==> config.mk <==
export PLATFORM = sky130hd
export DESIGN_NAME = replay_guard_cache_core_flat
export DESIGN_NICKNAME = d
export VERILOG_FILES = /design/src/sv/rgc_pkg.sv /design/src/sv/rgc_if.sv /design/src/sv/rgc_cell.sv /design/src/sv/replay_guard_cache_core.sv /design/src/flat_wrapper.sv
export SDC_FILE = /design/constraint.sdc
export NUM_CORES = 1
export LEC_CHECK = 0
export CORE_AREA = 5 5 249 299
export CTS_CLUSTER_DIAMETER = 200
export DETAILED_ROUTE_END_ITERATION = 12
export DIE_AREA = 0 0 254 304
export DONT_BUFFER_PORTS = 1
export GPL_TIMING_DRIVEN = 0
export HOLD_SLACK_MARGIN = 0.03
export PLACE_DENSITY_LB_ADDON = 0.12
export SLEW_MARGIN = 10
export SYNTH_ARGS = -nofsm -noshare
export SYNTH_HDL_FRONTEND = slang
export SYNTH_HIERARCHICAL = 1
export SYNTH_SLANG_ARGS = --single-unit
==> constraint.sdc <==
create_clock -name clk -period 78.6 [get_ports clk]
set_input_delay 11.79 -clock clk [delete_from_list [all_inputs] [get_ports clk]]
set_output_delay 11.79 -clock clk [all_outputs]
set_load 0.03 [all_outputs]
==> src/sv/rgc_pkg.sv <==
`default_nettype none

package rgc_pkg;

  localparam int TIME_W  = 32;
  localparam int NONCE_W = 32;

  // Result codes, in the order in which the checks are applied.
  typedef enum logic [2:0] {
    VERDICT_OK     = 3'd0,
    VERDICT_OLD    = 3'd1,
    VERDICT_FUTURE = 3'd2,
    VERDICT_DUP    = 3'd3,
    VERDICT_MAC    = 3'd4
  } verdict_t;

  // Configuration register indexes.
  typedef enum logic {
    REG_WINDOW = 1'b0,
    REG_SKEW   = 1'b1
  } cfg_reg_t;

  localparam logic [TIME_W-1:0] WINDOW_RESET = 32'd300000;
  localparam logic [TIME_W-1:0] SKEW_RESET   = 32'd60000;

  // One cache entry as it moves along the row of cells.
  typedef struct packed {
    logic               valid;
    logic [TIME_W-1:0]  ts;
    logic [NONCE_W-1:0] nonce;
  } entry_t;

endpackage

`default_nettype wire

==> src/sv/rgc_if.sv <==
`default_nettype none

interface rgc_req_if;
  import rgc_pkg::*;

  logic               valid;
  logic               ready;
  logic [TIME_W-1:0]  msg_time;
  logic [NONCE_W-1:0] msg_nonce;
  logic [TIME_W-1:0]  now_time;
  logic               mac_match;

  modport source (output valid, msg_time, msg_nonce, now_time, mac_match, input ready);
  modport sink   (input valid, msg_time, msg_nonce, now_time, mac_match, output ready);
endinterface

interface rgc_rsp_if;
  import rgc_pkg::*;

  logic     valid;
  logic     ready;
  logic     accepted;
  verdict_t verdict;

  modport source (output valid, accepted, verdict, input ready);
  modport sink   (input valid, accepted, verdict, output ready);
endinterface

interface rgc_cfg_if;
  import rgc_pkg::*;

  logic              valid;
  logic              ready;
  cfg_reg_t          index;
  logic [TIME_W-1:0] data;

  modport source (output valid, index, data, input ready);
  modport sink   (input valid, index, data, output ready);
endinterface

`default_nettype wire

==> src/sv/rgc_cell.sv <==
`default_nettype none

// One slot of the cache row. When shift is high the cell takes the entry
// of its left neighbor; its valid bit is cleared by reset.
module rgc_cell (
  input  logic            clk,
  input  logic            rst,
  input  logic            shift,
  input  rgc_pkg::entry_t entry_in,
  output rgc_pkg::entry_t entry_out
);
  import rgc_pkg::*;

  entry_t entry;

  always_ff @(posedge clk) begin
    if (shift) begin
      entry.ts    <= entry_in.ts;
      entry.nonce <= entry_in.nonce;
    end
    if (rst) begin
      entry.valid <= 1'b0;
    end else if (shift) begin
      entry.valid <= entry_in.valid;
    end
  end

  assign entry_out = entry;

endmodule

`default_nettype wire

==> src/sv/replay_guard_cache_core.sv <==
// One item is checked at a time: a new item is taken only when the scan that
// rotates the whole row of cells once past the single comparator at its tail
// is done and its result has entered the output register.
// A result may wait in the output register while the next item is taken.
// Reset (rst, synchronous, active high) empties the cache, restores the
// default window and skew, and drops any item in flight.
`default_nettype none

module replay_guard_cache_core #(
  parameter int CACHE_ENTRIES = 16
) (
  input  logic       clk,
  input  logic       rst,
  rgc_req_if.sink    req,
  rgc_rsp_if.source  rsp,
  rgc_cfg_if.sink    cfg
);
  import rgc_pkg::*;

  localparam int CNT_W = (CACHE_ENTRIES > 1) ? $clog2(CACHE_ENTRIES) : 1;
  localparam logic [CNT_W-1:0] CNT_LAST = CNT_W'(CACHE_ENTRIES - 1);

  // The controller walks through three phases for every item.
  typedef enum logic [2:0] {
    ST_IDLE   = 3'b001,
    ST_SCAN   = 3'b010,
    ST_FINISH = 3'b100
  } state_t;

  state_t state;
  state_t state_next;

  // Configuration registers. Writes must be made only while the block is idle;
  // the block itself does not enforce this. The port is always ready.
  logic [TIME_W-1:0] replay_window;
  logic [TIME_W-1:0] skew_allowance;

  // The item under test, captured at the accepting edge. The time checks
  // are done right there and only their outcome is kept.
  logic [TIME_W-1:0]  q_time;
  logic [NONCE_W-1:0] q_nonce;
  logic               q_mac;
  verdict_t           q_pre;
  logic               hit;
  logic [CNT_W-1:0]   scan_cnt;

  // Output register, which lets a result wait without blocking the input.
  logic     rsp_valid;
  logic     rsp_accepted;
  verdict_t rsp_verdict;

  // Row of cells. Cell 0 holds the newest entry and the last cell the
  // oldest. During a scan the row rotates by one place a cycle, so by the
  // end of the scan every entry has passed the tail comparator and
  // the row is back in its original order. An accepted item is pushed in
  // at cell 0 and the oldest entry falls out of the last cell, which keeps
  // exactly the most recent CACHE_ENTRIES accepted messages, the same set
  // that a ring buffer with a write pointer would hold.
  entry_t cell_d [CACHE_ENTRIES];
  entry_t cell_q [CACHE_ENTRIES];
  entry_t feed;
  entry_t fresh;
  logic   shift;
  logic   insert;

  logic              req_take;
  logic              out_free;
  logic              head_match;
  logic [TIME_W-1:0] age;
  logic [TIME_W-1:0] bound;
  verdict_t          pre_verdict;
  verdict_t          final_verdict;

  assign req.ready = (state == ST_IDLE);
  assign req_take  = req.valid && req.ready;
  assign cfg.ready = 1'b1;
  assign out_free  = !rsp_valid || rsp.ready;

  // Both time differences wrap modulo 2^32. A timestamp from the future
  // therefore also looks very old, and the age check, applied first, wins.
  assign age   = req.now_time - req.msg_time;
  assign bound = req.now_time + skew_allowance;

  always_comb begin
    if (age > replay_window) begin
      pre_verdict = VERDICT_OLD;
    end else if (req.msg_time > bound) begin
      pre_verdict = VERDICT_FUTURE;
    end else begin
      pre_verdict = VERDICT_OK;
    end
  end

  // The time checks take precedence over the cache lookup, which in turn
  // takes precedence over the authentication code.
  always_comb begin
    if (q_pre != VERDICT_OK) begin
      final_verdict = q_pre;
    end else if (hit) begin
      final_verdict = VERDICT_DUP;
    end else if (!q_mac) begin
      final_verdict = VERDICT_MAC;
    end else begin
      final_verdict = VERDICT_OK;
    end
  end

  assign head_match = cell_q[CACHE_ENTRIES-1].valid &&
                      (cell_q[CACHE_ENTRIES-1].ts == q_time) &&
                      (cell_q[CACHE_ENTRIES-1].nonce == q_nonce);

  assign insert = (state == ST_FINISH) && out_free && (final_verdict == VERDICT_OK);
  assign shift  = (state == ST_SCAN) || insert;

  assign fresh.valid = 1'b1;
  assign fresh.ts    = q_time;
  assign fresh.nonce = q_nonce;
  assign feed        = (state == ST_SCAN) ? cell_q[CACHE_ENTRIES-1] : fresh;

  for (genvar i = 0; i < CACHE_ENTRIES; i++) begin : g_cell
    if (i == 0) begin : g_head
      assign cell_d[i] = feed;
    end else begin : g_link
      assign cell_d[i] = cell_q[i-1];
    end

    rgc_cell u_cell (
      .clk       (clk),
      .rst       (rst),
      .shift     (shift),
      .entry_in  (cell_d[i]),
      .entry_out (cell_q[i])
    );
  end

  always_comb begin
    state_next = state;
    unique case (state)
      ST_IDLE: begin
        if (req_take) begin
          state_next = ST_SCAN;
        end
      end
      ST_SCAN: begin
        if (scan_cnt == CNT_LAST) begin
          state_next = ST_FINISH;
        end
      end
      ST_FINISH: begin
        if (out_free) begin
          state_next = ST_IDLE;
        end
      end
      default: begin
        state_next = ST_IDLE;
      end
    endcase
  end

  always_ff @(posedge clk) begin
    if (rst) begin
      state          <= ST_IDLE;
      scan_cnt       <= '0;
      rsp_valid      <= 1'b0;
      replay_window  <= WINDOW_RESET;
      skew_allowance <= SKEW_RESET;
    end else begin
      state <= state_next;

      if (req_take) begin
        scan_cnt <= '0;
      end else if (state == ST_SCAN) begin
        scan_cnt <= scan_cnt + CNT_W'(1);
      end

      if ((state == ST_FINISH) && out_free) begin
        rsp_valid <= 1'b1;
      end else if (rsp.ready) begin
        rsp_valid <= 1'b0;
      end

      if (cfg.valid) begin
        unique case (cfg.index)
          REG_WINDOW: replay_window  <= cfg.data;
          REG_SKEW:   skew_allowance <= cfg.data;
          default:    ;
        endcase
      end
    end
  end

  // Item and result payload registers need no reset.
  always_ff @(posedge clk) begin
    if (req_take) begin
      q_time  <= req.msg_time;
      q_nonce <= req.msg_nonce;
      q_mac   <= req.mac_match;
      q_pre   <= pre_verdict;
      hit     <= 1'b0;
    end else if (state == ST_SCAN) begin
      hit <= hit || head_match;
    end

    if ((state == ST_FINISH) && out_free) begin
      rsp_accepted <= (final_verdict == VERDICT_OK);
      rsp_verdict  <= final_verdict;
    end
  end

  assign rsp.valid    = rsp_valid;
  assign rsp.accepted = rsp_accepted;
  assign rsp.verdict  = rsp_verdict;

endmodule

`default_nettype wire

==> src/flat_wrapper.sv <==
// flat-port wrapper written by rule: the top's interface ports become plain ports
module replay_guard_cache_core_flat import rgc_pkg::*;
#(
  parameter int CACHE_ENTRIES = 16
)
  (clk, rst, req_valid, req_msg_time, req_msg_nonce, req_now_time, req_mac_match, req_ready, rsp_valid, rsp_accepted, rsp_verdict, rsp_ready, cfg_valid, cfg_index, cfg_data, cfg_ready);
  rgc_req_if req_i ();
  rgc_rsp_if rsp_i ();
  rgc_cfg_if cfg_i ();
  input  logic clk;
  input  logic rst;
  input wire logic [$bits(req_i.valid)-1:0] req_valid;
  input wire logic [$bits(req_i.msg_time)-1:0] req_msg_time;
  input wire logic [$bits(req_i.msg_nonce)-1:0] req_msg_nonce;
  input wire logic [$bits(req_i.now_time)-1:0] req_now_time;
  input wire logic [$bits(req_i.mac_match)-1:0] req_mac_match;
  output wire logic [$bits(req_i.ready)-1:0] req_ready;
  output wire logic [$bits(rsp_i.valid)-1:0] rsp_valid;
  output wire logic [$bits(rsp_i.accepted)-1:0] rsp_accepted;
  output wire logic [$bits(rsp_i.verdict)-1:0] rsp_verdict;
  input wire logic [$bits(rsp_i.ready)-1:0] rsp_ready;
  input wire logic [$bits(cfg_i.valid)-1:0] cfg_valid;
  input wire logic [$bits(cfg_i.index)-1:0] cfg_index;
  input wire logic [$bits(cfg_i.data)-1:0] cfg_data;
  output wire logic [$bits(cfg_i.ready)-1:0] cfg_ready;
  assign req_i.valid = req_valid;
  assign req_i.msg_time = req_msg_time;
  assign req_i.msg_nonce = req_msg_nonce;
  assign req_i.now_time = req_now_time;
  assign req_i.mac_match = req_mac_match;
  assign req_ready = req_i.ready;
  assign rsp_valid = rsp_i.valid;
  assign rsp_accepted = rsp_i.accepted;
  assign rsp_verdict = rsp_i.verdict;
  assign rsp_i.ready = rsp_ready;
  assign cfg_i.valid = cfg_valid;
  assign cfg_i.index = cfg_index;
  assign cfg_i.data = cfg_data;
  assign cfg_ready = cfg_i.ready;
  replay_guard_cache_core #(.CACHE_ENTRIES(CACHE_ENTRIES)) u_core (.clk(clk), .rst(rst), .req(req_i), .rsp(rsp_i), .cfg(cfg_i));
endmodule
==> results of run 1 <==
==> synthesized netlist by cell type (all sizes together) (9+ instances only) <==
cell type     n  share of area (%)
o21ai        48               0.59
mux2         57                1.5
nor2b        11               0.16
xnor2        71                1.5
nor4         10               0.15
mux2i        17               0.40
nor2         63               0.56
nand3        23               0.27
a211o        10               0.21
xor2         40               0.83
edfxtp     1095                 78
nand2       160                1.4
nand2b        9               0.13
o21bai       10               0.18
clkbuf       32               0.34
a21o         48               0.87
nand4        25               0.37
o21a         11               0.20
and3          9               0.14
ha          127                3.8
inv         103               0.92
dfxtp        89                4.2
a31oi        10               0.15
a21oi       130                1.6
==> through the flow <==
stage | utilization, % | std cells | hold slack [ns] | total power, mW | instance area (um^2)
finish | 66.6 | 3443 | 0.392 | 1.27 | 47300
detailed placement | 61.8 | 3238 | 0.405 | 0.782 | 43900
floorplan | - | 2295 | 0.400 | 0.774 | 42200
global placement | 61.2 | 3221 | 0.400 | 0.793 | 43400
global route | 66.6 | 3439 | 0.395 | 1.32 | 47300
CTS | 66.6 | 3439 | 0.385 | 1.28 | 47300
==> power groups by stage <==
stage	clock, mW	sequential, mW	combinational [mW]
after floorplan	0	0.725	0.0489
after global placement	0	0.731	0.0622
after detailed placement	0	0.716	0.0657
after CTS	0.512	0.703	0.0662
after global routing	0.539	0.703	0.0735
final	0.498	0.702	0.0661
==> path summary, 6_finish.rpt <==
check	start	endpoint	slack, ns	cells past startpoint
worst min-delay path	u_core/g_cell[9].u_cell/entry_out[21]$_DFFE_PP_	u_core/g_cell[10].u_cell/entry_out[21]$_DFFE_PP_	0.39	0
worst min register to register	u_core/g_cell[9].u_cell/entry_out[21]$_DFFE_PP_	u_core/g_cell[10].u_cell/entry_out[21]$_DFFE_PP_	0.39	0
worst max register to register	u_core/skew_allowance[0]$_SDFFE_PP0P_	u_core/q_pre[1]$_SDFFCE_PN0P_	73.62	20
worst max-delay path	req_msg_time[13]	u_core/q_pre[1]$_SDFFCE_PN0P_	62.83	17
==> metal layers <==
layer | share of wire (%) | vias to the layer above | routed length, um
met5 | 0 | - | 0
met4 | 2.7 | 0 | 2030
met3 | 6.9 | 123 | 5280
met2 | 47 | 466 | 35700
met1 | 44 | 9414 | 33400
li1 | - | 9003 | -
==> state kept, by name, indices dropped and copies added (netlist names) <==
name                            cells
u_core/scan_cnt                     4
u_core/replay_window               32
u_core/state                        3
u_core/g_cell.u_cell/entry_out   1040
u_core/rsp.valid                    1
u_core/skew_allowance              32
u_core/q_time                      32
u_core/hit                          1
u_core/rsp.accepted                 1
u_core/q_mac                        1
u_core/rsp.verdict                  3
u_core/q_pre                        2
u_core/q_nonce                     32
==> worst max-delay path, cell delays in order <==
cell                       delay (ns)
sky130_fd_sc_hd__inv_1           0.02
sky130_fd_sc_hd__ha_1            0.36
sky130_fd_sc_hd__and3_1          0.24
sky130_fd_sc_hd__nand2_1         0.10
sky130_fd_sc_hd__or3_1           0.35
sky130_fd_sc_hd__a31oi_1         0.34
sky130_fd_sc_hd__o21ai_1         0.22
sky130_fd_sc_hd__a31oi_1         0.41
sky130_fd_sc_hd__a311oi_2        0.21
sky130_fd_sc_hd__nand3b_1        0.13
sky130_fd_sc_hd__o211ai_1        0.13
sky130_fd_sc_hd__ha_1            0.34
sky130_fd_sc_hd__nand4_1         0.16
sky130_fd_sc_hd__nor4_1          0.59
sky130_fd_sc_hd__a21oi_1         0.15
sky130_fd_sc_hd__a21oi_1         0.45
sky130_fd_sc_hd__a311oi_1        0.16
==> layout by cell type (no fill, tap or decap), types with 25 or more instances in the layout <==
cell	n
sky130_fd_sc_hd__nand4_1	25
sky130_fd_sc_hd__nor2_1	63
sky130_fd_sc_hd__xnor2_1	71
sky130_fd_sc_hd__nand2_1	160
sky130_fd_sc_hd__clkinv_1	25
sky130_fd_sc_hd__dfxtp_1	89
sky130_fd_sc_hd__clkbuf_16	108
sky130_fd_sc_hd__edfxtp_1	1095
sky130_fd_sc_hd__inv_1	103
sky130_fd_sc_hd__o21ai_0	41
sky130_fd_sc_hd__a21oi_1	126
sky130_fd_sc_hd__clkbuf_1	57
sky130_fd_sc_hd__a21o_1	42
sky130_fd_sc_hd__xor2_1	40
sky130_fd_sc_hd__mux2_2	57
sky130_fd_sc_hd__ha_1	127
==> kinds of logic (layout without fill, tap and decap cells) <==
logic type      after synthesis  after routing  synth area share [%]
fa+ha+maj                   129            129                  3.86
xor+xnor                    111            111                  2.30
simple gates                340            340                  3.71
buf+inv                     142            360                  1.40
flops                      1184           1184                  82.0
other cells                   1              5               0.00888
compound gates              314            314                  4.76
mux                          74             74                  1.92
==> cell type report <==
cell class	instances	area share (%)
Sequential cell	1184	73.3
Multi-Input combinational cell	969	14.8
Clock buffer	135	5.91
Tap cell	926	2.45
Clock inverter	66	1.31
Timing Repair Buffer	17	0.942
Inverter	103	0.818
Buffer	39	0.431
Antenna cell	4	0.0212
==> impl_metrics.prom, run 1 <==
# TYPE chip_impl_metric gauge
chip_impl_metric{name="ir_worst_vdd",unit="mV"} 0.0233
chip_impl_info{name="cts-root-buf",value="sky130_fd_sc_hd__clkbuf_16"} 1
chip_impl_metric{name="die_area",unit="um^2"} 77200
chip_impl_metric{name="seq_area",unit="um^2"} 34700
chip_impl_metric{name="fill_cells",unit=""} 4674
chip_impl_metric{name="power_density",unit="nW/um^2"} 26.8
chip_impl_metric{name="drt-wirelength-per-cell",unit="um"} 22.2
chip_impl_info{name="cp-end-kind",value="register"} 1
chip_impl_metric{name="synth-edff-count",unit=""} 1095
chip_impl_metric{name="worst_clock_skew",unit="ns"} 0.0291
chip_impl_metric{name="gr-usage-all-layers",unit="%"} 19.7
chip_impl_info{name="setup.worst_path.start_class",value="input port"} 1
chip_impl_metric{name="p_sw_share",unit="%"} 21.0
chip_impl_metric{name="htree_num_levels",unit=""} 3
chip_impl_metric{name="clkPwrFrac",unit="%"} 39.3
chip_impl_metric{name="multi_input_area",unit="um^2"} 7010
chip_impl_metric{name="cts_post_setup_buffers_inserted",unit=""} 0
chip_impl_metric{name="clock_sinks",unit=""} 1184
chip_impl_metric{name="wl",unit="um"} 76300
chip_impl_metric{name="synth_seq_cells",unit=""} 1184
chip_impl_metric{name="max_slew.worst_pin.slew",unit="ns"} 1.22
chip_impl_metric{name="ctsHoldBuffers",unit=""} 0
chip_impl_info{name="layer_carrying_the_most_global_route_usage",value="met2"} 1
chip_impl_info{name="rsz0062_at_grt",value="false"} 1
chip_impl_metric{name="met3_usage",unit="%"} 5.39
chip_impl_metric{name="syn-mean-instance-area",unit="um^2"} 18.4
chip_impl_metric{name="use_met2",unit="%"} 30.2
chip_impl_metric{name="synth_async_sr_flop_share",unit="%"} 0
chip_impl_metric{name="timing_hold_violations_final",unit=""} 0
chip_impl_metric{name="maxCapViolations",unit=""} 0
chip_impl_metric{name="post-dp-hpwl",unit="um"} 51700
chip_impl_metric{name="synth.cell_area",unit="um^2"} 42200
chip_impl_metric{name="drive_above_1_share",unit="%"} 10.3
chip_impl_metric{name="detailedRoute.firstPassIterationCount",unit=""} 7
chip_impl_metric{name="pin_count_of_the_biggest_net_entering_global_routing",unit=""} 76
chip_impl_metric{name="drtAntennaViolNets",unit=""} 0
chip_impl_metric{name="rows",unit=""} 107
chip_impl_info{name="path_class",value="input port to register"} 1
chip_impl_metric{name="setup_viol",unit=""} 0
chip_impl_metric{name="drc",unit=""} 0
chip_impl_metric{name="gpl.final_weighted_congestion",unit=""} 0.911
chip_impl_metric{name="synth_sequential_area_ratio",unit="%"} 82.0
chip_impl_metric{name="cell_internal_pwr",unit="mW"} 1.00
chip_impl_metric{name="global_route_wire_length_before_repair",unit="um"} 114000
chip_impl_metric{name="core-area",unit="um^2"} 71000
chip_impl_metric{name="top_level_ports",unit=""} 142
chip_impl_metric{name="setup-tns-final",unit="ns"} 0
chip_impl_metric{name="final_period_minus_worst_setup_slack",unit="ns"} 15.77
chip_impl_metric{name="place_worst_setup_slack",unit="ns"} 62.15
chip_impl_metric{name="worst-endpoint-required",unit="ns"} 78.98
chip_impl_metric{name="leakage",unit="nW"} 15.9
chip_impl_metric{name="drt-vias-per-instance",unit=""} 5.52
chip_impl_metric{name="globalRouteOverflowTotal",unit=""} 0
chip_impl_metric{name="postCtsResizedCells",unit=""} 0
chip_impl_metric{name="syn2layout_area_growth",unit="%"} 11.9
chip_impl_metric{name="grt_use_met1",unit="%"} 28.0
chip_impl_metric{name="p_comb_share",unit="%"} 5.2
chip_impl_metric{name="setup_ws",unit="ns"} 62.83
chip_impl_info{name="dominantRegCellSynth",value="sky130_fd_sc_hd__edfxtp_1"} 1
chip_impl_metric{name="report.final.slew_viol_count",unit=""} 0
chip_impl_metric{name="detailroute.via_count",unit=""} 19000
chip_impl_metric{name="die_w",unit="um"} 254
chip_impl_metric{name="power.share.sequential",unit="%"} 55.5
chip_impl_metric{name="mappedNetlistNets",unit=""} 2559
chip_impl_metric{name="start_util",unit="%"} 59.5
chip_impl_info{name="tritoncts_clock_tree",value="done"} 1
chip_impl_metric{name="ys_types",unit=""} 72
chip_impl_metric{name="antenna_found_initial",unit=""} 5
chip_impl_metric{name="fmax",unit="MHz"} 63.4
chip_impl_metric{name="num-nets-final",unit=""} 2685
chip_impl_metric{name="clk_transition_reported_paths",unit="ns"} 0.06
chip_impl_metric{name="fp.dieH",unit="um"} 304
chip_impl_metric{name="dr.first_iter.drc_count",unit=""} 1515
chip_impl_metric{name="grt_pass1_vias",unit=""} 19100
chip_impl_metric{name="yosys_warnings",unit=""} 6
chip_impl_metric{name="max_slew_margin",unit="%"} 18.0
chip_impl_metric{name="cp_max_fo",unit=""} 5
chip_impl_metric{name="timing.final.crit_share",unit="%"} 20.1
chip_impl_info{name="status",value="finished clean"} 1
chip_impl_metric{name="place.port_buffers",unit=""} 0
chip_impl_metric{name="cts_buffers",unit=""} 107
chip_impl_metric{name="syn-instance-count",unit=""} 2295
chip_impl_metric{name="switchingPower",unit="mW"} 0.266
chip_impl_metric{name="cp_data_arrival_time",unit="ns"} 16.15
chip_impl_info{name="hold_path_class",value="register to register"} 1
chip_impl_metric{name="clock_insertion_delay_at_the_later_pin_of_the_skew_report",unit="ns"} 0.68
chip_impl_metric{name="cts_max_path_buffers",unit=""} 3
(Power assumes the default switching activity.)
==> inputs of run 2 (changes only) <==
Clock period 78.6 ns to 15.5 ns, I/O delays scaled along.
==> impl_metrics.prom, run 2 (synthesis results as in run 1) <==
# TYPE chip_impl_metric gauge
chip_impl_info{name="cp-end-kind",value="register"} 1
chip_impl_metric{name="clk_transition_reported_paths",unit="ns"} 0.07
chip_impl_metric{name="core-area",unit="um^2"} 71000
chip_impl_metric{name="cell_internal_pwr",unit="mW"} 5.19
chip_impl_metric{name="clock_sinks",unit=""} 1184
chip_impl_metric{name="p_sw_share",unit="%"} 20.3
chip_impl_metric{name="antenna_found_initial",unit=""} 6
chip_impl_metric{name="post-dp-hpwl",unit="um"} 51800
chip_impl_metric{name="fill_cells",unit=""} 4725
chip_impl_metric{name="fp.dieH",unit="um"} 304
chip_impl_metric{name="cts_post_setup_buffers_inserted",unit=""} 0
chip_impl_metric{name="start_util",unit="%"} 59.5
chip_impl_metric{name="dr.first_iter.drc_count",unit=""} 1160
chip_impl_info{name="most-common-layout-cells",value="1,095 x sky130_fd_sc_hd__edfxtp_1, 160 x sky130_fd_sc_hd__nand2_1, 127 x sky130_fd_sc_hd__ha_1"} 1
chip_impl_metric{name="seq_area",unit="um^2"} 34700
chip_impl_info{name="path_class",value="input port to register"} 1
chip_impl_metric{name="detailedRoute.firstPassIterationCount",unit=""} 5
chip_impl_metric{name="max_slew.worst_pin.slew",unit="ns"} 1.17
chip_impl_metric{name="setup_viol",unit=""} 0
chip_impl_metric{name="cp_data_arrival_time",unit="ns"} 6.65
chip_impl_metric{name="place.port_buffers",unit=""} 0
chip_impl_metric{name="power_density",unit="nW/um^2"} 137
chip_impl_metric{name="report.final.slew_viol_count",unit=""} 0
chip_impl_metric{name="syn2layout_area_growth",unit="%"} 12.3
chip_impl_metric{name="globalRouteOverflowTotal",unit=""} 0
chip_impl_metric{name="ctsHoldBuffers",unit=""} 0
chip_impl_metric{name="worst_clock_skew",unit="ns"} 0.0301
chip_impl_metric{name="p_comb_share",unit="%"} 5.1
chip_impl_metric{name="die_area",unit="um^2"} 77200
chip_impl_metric{name="power.share.sequential",unit="%"} 54.7
chip_impl_metric{name="cts_max_path_buffers",unit=""} 3
chip_impl_metric{name="global_route_wire_length_before_repair",unit="um"} 112000
chip_impl_metric{name="gpl.final_weighted_congestion",unit=""} 0.913
chip_impl_metric{name="htree_num_levels",unit=""} 3
chip_impl_metric{name="detailroute.via_count",unit=""} 18900
chip_impl_metric{name="holdWs",unit="ns"} 0.409
chip_impl_metric{name="die_w",unit="um"} 254
chip_impl_metric{name="pin_count_of_the_biggest_net_entering_global_routing",unit=""} 74
chip_impl_metric{name="cts_buffers",unit=""} 106
chip_impl_metric{name="timing_hold_violations_final",unit=""} 0
chip_impl_metric{name="ir_worst_vdd",unit="mV"} 0.111
chip_impl_metric{name="grt_pass1_vias",unit=""} 18900
chip_impl_metric{name="drc",unit=""} 0
chip_impl_metric{name="rows",unit=""} 107
chip_impl_metric{name="clock_insertion_delay_at_the_later_pin_of_the_skew_report",unit="ns"} 0.67
chip_impl_info{name="rsz0062_at_grt",value="false"} 1
chip_impl_metric{name="multi_input_area",unit="um^2"} 7010
chip_impl_metric{name="cp_max_fo",unit=""} 5
chip_impl_metric{name="place.detailed.instances",unit=""} 3239
chip_impl_metric{name="wl",unit="um"} 75300
chip_impl_metric{name="top_level_ports",unit=""} 142
chip_impl_metric{name="clkPwrFrac",unit="%"} 40.3
chip_impl_metric{name="drt-wirelength-per-cell",unit="um"} 21.9
chip_impl_metric{name="timing.final.crit_share",unit="%"} 40.3
chip_impl_metric{name="leakage",unit="nW"} 16.0
chip_impl_info{name="setup.worst_path.start_class",value="input port"} 1
chip_impl_info{name="hold_path_class",value="register to register"} 1
chip_impl_metric{name="worst-endpoint-required",unit="ns"} 15.90
chip_impl_info{name="cts-root-buf",value="sky130_fd_sc_hd__clkbuf_16"} 1
chip_impl_info{name="status",value="finished clean"} 1
chip_impl_metric{name="postCtsResizedCells",unit=""} 0
chip_impl_metric{name="drt-vias-per-instance",unit=""} 5.48
chip_impl_metric{name="max_slew_margin",unit="%"} 21.3
chip_impl_metric{name="setup-tns-final",unit="ns"} 0
chip_impl_metric{name="gr-usage-all-layers",unit="%"} 19.4
chip_impl_metric{name="finish.cell_count_without_fillers",unit=""} 3443
chip_impl_metric{name="largest_register_ff_count",unit=""} 1040
chip_impl_metric{name="num-nets-final",unit=""} 2685
chip_impl_info{name="layout_commonest_cell",value="sky130_fd_sc_hd__edfxtp_1"} 1
chip_impl_metric{name="drive_above_1_share",unit="%"} 10.9
chip_impl_info{name="tritoncts_clock_tree",value="done"} 1
chip_impl_metric{name="maxCapViolations",unit=""} 0
chip_impl_metric{name="drtAntennaViolNets",unit=""} 0
chip_impl_metric{name="switchingPower",unit="mW"} 1.32
chip_impl_metric{name="final_period_minus_worst_setup_slack",unit="ns"} 6.25
chip_impl_metric{name="fmax",unit="MHz"} 160
==> run 2: cell count changes in the layout (fill, tap and decap cells not counted), sizes merged <==
| cell | previous run | this run |
|---|---|---|
| clkbuf | 167 | 165 |
| diode | 4 | 7 |
| buf | 24 | 25 |
| bufinv | 7 | 13 |
| inv | 106 | 108 |
| clkinvlp | 5 | 9 |
| clkinv | 51 | 37 |
==> run 2: critical path: stages <==
cell and delay [ns]:
sky130_fd_sc_hd__inv_1 0.02, sky130_fd_sc_hd__ha_1 0.37, sky130_fd_sc_hd__and3_1 0.24, sky130_fd_sc_hd__nand2_1 0.06, sky130_fd_sc_hd__or3_1 0.36, sky130_fd_sc_hd__a31oi_1 0.34, sky130_fd_sc_hd__o21ai_1 0.21, sky130_fd_sc_hd__a31oi_1 0.40
sky130_fd_sc_hd__a311oi_2 0.21, sky130_fd_sc_hd__nand3b_1 0.12, sky130_fd_sc_hd__o211ai_1 0.12, sky130_fd_sc_hd__ha_1 0.33, sky130_fd_sc_hd__nand4_1 0.18, sky130_fd_sc_hd__nor4_1 0.68, sky130_fd_sc_hd__a21oi_1 0.17, sky130_fd_sc_hd__a21oi_1 0.40
sky130_fd_sc_hd__a311oi_1 0.09
==> run 2: power by group through the flow <==
stage	sequential, mW	clock (mW)	combinational (mW)
after floorplan	3.63	0	0.246
after global placement	3.65	0	0.314
after detailed placement	3.63	0	0.330
after CTS	3.56	2.70	0.332
after global routing	3.57	2.84	0.370
final	3.56	2.62	0.331
==> run 2: per-layer routing <==
layer | up-vias | routed length [um] | global-route usage (%)
li1 | 9018 | - | -
met1 | 9341 | 33900 | 27.9
met2 | 396 | 34600 | 29.2
met3 | 100 | 4930 | 5.50
met4 | 4 | 1880 | 6.58
met5 | - | 33 | 0
==> run 2: path summary, 6_finish.rpt <==
path	end	start	cells past startpoint	slack (ns)
setup reg to reg	u_core/q_pre[1]$_SDFFCE_PN0P_	u_core/skew_allowance[0]$_SDFFE_PP0P_	21	10.56
setup / recovery	u_core/q_pre[1]$_SDFFCE_PN0P_	req_msg_time[9]	17	9.25
hold reg to reg	u_core/g_cell[1].u_cell/entry_out[29]$_DFFE_PP_	u_core/g_cell[0].u_cell/entry_out[29]$_DFFE_PP_	0	0.41
hold / removal	u_core/g_cell[1].u_cell/entry_out[29]$_DFFE_PP_	u_core/g_cell[0].u_cell/entry_out[29]$_DFFE_PP_	0	0.41
==> run 2: through the flow <==
step | power, mW | instance area (um^2) | utilization [%] | setup slack, ns
final | 6.52 | 47500 | 66.9 | 9.25
after global routing | 6.78 | 47500 | 66.9 | 9.05
after CTS | 6.59 | 47400 | 66.9 | 9.37
after detailed placement | 3.96 | 43900 | 61.9 | 8.65
after global placement | 3.97 | 43400 | 61.2 | 2.89
after floorplan | 3.88 | 42300 | - | 5.05
==> run 2: final cells by class <==
class                           count  share of cell area (%)
Timing Repair Buffer               18                   0.981
Clock buffer                      133                    6.00
Inverter                          103                   0.815
Multi-Input combinational cell    969                    14.8
Tap cell                          926                    2.44
Antenna cell                        7                  0.0369
Sequential cell                  1184                    73.0
Clock inverter                     64                    1.49
Buffer                             39                   0.430
